## src/dpm_pkg.sv

```systemverilog
// shared types, constants and state codes of the dense prim mst block
package dpm_pkg;

   localparam int DEF_MAX_VERTICES = 32;
   localparam int DEF_WEIGHT_BITS  = 16;

   localparam int VIDX_BITS   = 5;
   localparam int WFIELD_BITS = 16;
   localparam int VC_BITS     = 6;

   localparam logic [VC_BITS-1:0] VC_RESET = 6'd32;
   localparam logic [VC_BITS-1:0] VC_MIN   = 6'd2;

   typedef struct packed {
      logic [VIDX_BITS-1:0]   row;
      logic [VIDX_BITS-1:0]   col;
      logic [WFIELD_BITS-1:0] weight;
      logic                   last_entry;
   } req_type;

   typedef struct packed {
      logic [VIDX_BITS-1:0]   parent_vertex;
      logic [VIDX_BITS-1:0]   child_vertex;
      logic [WFIELD_BITS-1:0] edge_weight;
      logic                   unreachable;
      logic                   last_edge;
   } rsp_type;

   typedef enum logic [1:0] {
      ST_IDLE,
      ST_SCAN,
      ST_DRAIN,
      ST_EMIT
   } state_type;

   // controller to datapath
   typedef struct packed {
      logic store_entry;
      logic start_compute;
      logic issue;
      logic emit;
      logic next_round;
   } cmd_type;

   // datapath to controller
   typedef struct packed {
      logic last_issue;
      logic last_round;
      logic out_free;
   } sts_type;

endpackage

```

## src/dpm_ctrl.sv

```systemverilog
// sequencer for loading, scan passes and edge emission
module dpm_ctrl
   import dpm_pkg::*;
(
   input  logic    clock,
   input  logic    reset,
   input  logic    req_valid,
   input  logic    req_last,
   output logic    req_ready,
   output cmd_type cmd,
   input  sts_type sts
);

   state_type state_ff;
   state_type state_in;

   always_comb begin
      state_in = state_ff;
      unique case (state_ff)
         ST_IDLE: begin
            if (req_valid && req_last) begin
               state_in = ST_SCAN;
            end
         end
         ST_SCAN: begin
            if (sts.last_issue) begin
               state_in = ST_DRAIN;
            end
         end
         ST_DRAIN: begin
            state_in = ST_EMIT;
         end
         ST_EMIT: begin
            if (sts.out_free) begin
               state_in = sts.last_round ? ST_IDLE : ST_SCAN;
            end
         end
         default: begin
            state_in = ST_IDLE;
         end
      endcase
   end

   always_comb begin
      req_ready = 1'b0;
      cmd       = '0;
      unique case (state_ff)
         ST_IDLE: begin
            req_ready = 1'b1;
            if (req_valid) begin
               cmd.store_entry   = 1'b1;
               cmd.start_compute = req_last;
            end
         end
         ST_SCAN: begin
            cmd.issue = 1'b1;
         end
         ST_DRAIN: begin
            cmd = '0;
         end
         ST_EMIT: begin
            if (sts.out_free) begin
               cmd.emit       = 1'b1;
               cmd.next_round = !sts.last_round;
            end
         end
         default: begin
            cmd = '0;
         end
      endcase
   end

   always_ff @(posedge clock) begin
      if (reset) begin
         state_ff <= ST_IDLE;
      end else begin
         state_ff <= state_in;
      end
   end

endmodule

```

## config.mk

```make
export PLATFORM = sky130hd
export DESIGN_NAME = dpm_ctrl
export DESIGN_NICKNAME = d
export VERILOG_FILES = /design/src/dpm_pkg.sv /design/src/dpm_ctrl.sv
export SDC_FILE = /design/constraint.sdc
export NUM_CORES = 1
export LEC_CHECK = 0
export BUFFER_PORTS_ARGS = -buffer_cell sky130_fd_sc_hd__buf_2
export CAP_MARGIN = 20
export CORE_AREA = 2 2 39 41
export DETAILED_ROUTE_END_ITERATION = 8
export DIE_AREA = 0 0 41 43
export PLACE_DENSITY = 0.35
export SLEW_MARGIN = 20
export SYNTH_ARGS = -nofsm -noshare
export SYNTH_HDL_FRONTEND = slang
export SYNTH_SLANG_ARGS = --single-unit
```

## constraint.sdc

```tcl
create_clock -name clock -period 2 [get_ports clock]
set_input_delay 0.2 -clock clock [delete_from_list [all_inputs] [get_ports clock]]
set_output_delay 0.2 -clock clock [all_outputs]
set_load 0.01 [all_outputs]
```

# ---- After elaboration in Yosys (flattened, before gate mapping)
# Cells that the tools add are included.
dict set report totals {
  word_cells 22
  regBits 2
  inputBits 7
}
dict set report classes {
  mux 11
  eq_ne 6
  n_reduce_logical 4
}
# cell n
set op_table {}
lappend op_table {{2-to-1 mux 2 bit} 7}
lappend op_table {{case mux 2 bit (4 select lines)} 1}
lappend op_table {{!= test 2 bit (second input constant)} 3}
lappend op_table {{equality test 2 bit (second input constant)} 2}
lappend op_table {{2-to-1 mux 1 bit} 3}
lappend op_table {{AND reduction 3 bit} 1}
lappend op_table {{equality test 2 x 1 -> 1 bit (second input constant)} 1}
lappend op_table {{logical NOT 2 bit} 1}
lappend op_table {{logical AND 1 bit} 1}
lappend op_table {{logical NOT 1 bit} 1}

# ---- Logic depth before layout (Yosys ltp)
dict set report logic_depth {
  word_depth 3
  ltp_mapped 5
  mapped_depth_nobuf 5
}

# ---- Least setup slack after synthesis
# Ideal clock, no wire load.
dict set report synth_timing {
  path_type {reg-to-reg}
  start {reg state_ff[0]}
  end {reg state_ff[0]}
  setup_time_ns 0.088
  arrival_time_ns 1.229
  stages_incl_launch_ff 6
  period_less_slack_ns 1.317
  required_ns 1.912
  n_path_buf 0
  path_slack_ns 0.683
  path_cell_list {dfxtp_1 inv_1 ha_1 a21bo_4 and3_4 a311oi_2}
}
dict set report synth_between {
  elab_chain_cells 3
  word_cells_on_any_way 9
  classes_between {eq/ne: 6; mux: 1; reduce/logical: 2}
}
# item line
set synth_rtl {}
lappend synth_rtl {{from (decl)} dpm_ctrl.sv:14} ;# state_type state_ff;
lappend synth_rtl {{from (signal assigned)} dpm_ctrl.sv:77} ;# state_ff <= state_in;
lappend synth_rtl {{equality test 2 x 1 -> 1 bit (tied with other cells)} dpm_ctrl.sv:19} ;# unique case (state_ff)
lappend synth_rtl {{!= test 2 bit (no line)} --}
lappend synth_rtl {{AND reduction 3 bit (no line)} --}
# Several ways; a longest one is shown, not always the timed one.
# A chain may end at the register's enable or synchronous reset.

==> metrics.txt <==
Combinational Power Share 61.6%; root buffer cell clkbuf_4; Finished Layout Cells 54; count of final hold-check violations 0; Final Core Density 23.24%; XOR/XNOR Fraction of Synth Area 0%; DRT iter0 DRCs 0; final setup violation count 0; Crit. End Element output pin; worst path buffer plus inverter count 2; number of detailed-route iterations in the first pass 1; gr usage total 6.513%; Synth Cell Area 219.0 um2; CP max stage cell dfxtp_1; CTS tree yes; initial antenna violation count 0; Area Overhead vs Synth 46.86%; DR vias 220; Tmin final 1.522 ns; largest family of logic cells by synthesized area simple AND/OR/NAND/NOR gates; max frequency 657.1 MHz; Pwr per Cell Area 1340 nW/um2; Sw Pwr 168.3 uW; Clk pwr share 20.0%; Post-CTS Hold Buffers 0; global route overflow 0; CTS clk-pin slew, worst paths 0.03 ns; synth warn 0; clk_skew 0.001199 ns; mean post-synth cell area 9.520 um2; H-tree Lvls 1; Gate Count Post-Synth 23; Max IR drop VDD 0.2250 mV; Final HPWL DP 420.1 um; boundary pin count 13; Post-CTS Setup Bufs 0; Final nets 51; I/O Buffers 12; chip height 43 um; die area 1763 um2; global-route wire length before repair 807 um; GPL Wtd Cong 0.6902; status finished clean; crit-path cells inv_1 -> ha_1 -> and3_2 -> buf_2; post-synthesis sequential area ratio 18.29%; Static Leak 0.1554 nW; Tightest Pin Transition 0.1971 ns; Slew headroom 86.84%; Post-Route Setup TNS 0 ns; most frequent cells in the layout buf_2 (12), ha_1 (4), clkbuf_4 (3); Total Routed Length 495 um; Top reg by flops state_ff; Initial Util 15.82%; Max-cap violations 0; internal power 262.4 uW; Yosys reg bits 2; CTS buffer count 3; syn_nets 34; Hold Crit Class input port to flip-flop; CP Class flip-flop to output pin; Setup crit start kind flip-flop; max reg flops 2; Compound-Gate Fraction of Synth Area 25.71%; RSZ-0062 raised after global routing false; DIE WIDTH 41 um; max-slew violation count 0; vias per inst 4.074; Placed Cells 51; crit-path max FO 5; switching share of power 39.08%; maximum clock path buffer count 2; final period utilization 76.09%; commonest non-fill, non-tap cell in the layout buf_2; Num Clock Sinks 2; Flop pwr share 18.4%; worst endpoint required time 1.80 ns; synth unique cells 16; vias in the first global route 233; # DRC 0; post-route ant nets 0; Adder-Cell Fraction of Synth Area 22.86%; CP top delay family flip-flops; WP data arrival 1.32 ns; Worst-Skew Late Latency 0.22 ns; share of layout cells above drive strength 1 52.63%; core area 1384 um2; maximum number of pins on one net before global-route repair 6; CP max stage delay 0.41 ns; area share of and/or/nand/nor cells after synthesis 29.71%; ANT cells 0; post-DR wirelength/cell 9.167 um; mux cell area share after synthesis 0%; biggest registers after layout state_ff x2; Rows 14; Post-CTS Resized 0
==> per-stage QoR <==
| stage | hold WS [ns] | cell area [um2] | total power, mW | worst slack [ns] |
|---|---|---|---|---|
| floorplan | 0.2679 | 219.0 | 0.2760 | 0.6830 |
| global placement | 0.3839 | 299.0 | 0.3504 | 0.6630 |
| detailed placement | 0.3900 | 299.0 | 0.3501 | 0.6369 |
| CTS | 0.1598 | 321.6 | 0.4422 | 0.4777 |
| global route | 0.1735 | 321.6 | 0.4796 | 0.4149 |
| finish | 0.1639 | 321.6 | 0.4308 | 0.4782 |
==> final cells by class <==
| type | instances | area [um2] |
|---|---|---|
| clock buffers | 3 | 22.52 |
| repair buffers | 12 | 60.06 |
| multi-input cells | 19 | 171.4 |
| flip-flops and latches | 2 | 40.04 |
| well taps | 16 | 20.02 |
| fillers | 153 | 1062 |
| inverters | 2 | 7.507 |
==> synth_stat cells, drive strengths merged <==
cell	n	area, um2
a311oi	1	15.01
inv	2	7.510
nand4	1	6.260
a31oi	1	6.260
nand3b	1	7.510
nand2b	2	12.51
dfxtp	2	40.04
nor2b	1	6.260
a21bo	1	16.27
and2	2	13.77
ha	4	50.05
and3	2	18.77
a21oi	2	10.01
a31o	1	8.760
==> cells by family (layout without fill, tap and decap cells) <==
| logic type | count (synthesis) | after routing |
|---|---|---|
| AND/OR/NAND/NOR | 9 | 9 |
| buffers and inverters | 2 | 17 |
| AO/OA/AOI/OAI | 6 | 6 |
| flip-flops | 2 | 2 |
| adder cells (fa/ha/maj) | 4 | 4 |
==> per-layer routing <==
metal,track usage (%),wire length [um],share of wire [%]
met1,7.987,197,40
met2,10.63,252,51
met3,1.571,44,8.9
met4,2.000,0,0
met5,0,0,0
==> worst paths after layout <==
| path | slack, ns | to | cells past startpoint | start |
|---|---|---|---|---|
| max | 0.48 | cmd[3] | 4 | state_ff[0] |
| min | 0.16 | state_ff[0] | 2 | reset |
| max reg2reg | 0.63 | state_ff[0] | 5 | state_ff[0] |
| min reg2reg | 0.61 | state_ff[0] | 2 | state_ff[0] |
==> power by group through the flow <==
stage	registers [mW]	clock network [mW]	logic, mW
floorplan	0.0731	0	0.203
global placement	0.0774	0	0.273
detailed placement	0.0795	0	0.271
CTS	0.0791	0.0907	0.272
global route	0.0828	0.0939	0.303
finish	0.0795	0.0860	0.265
Power figures use the tool's default switching activity.
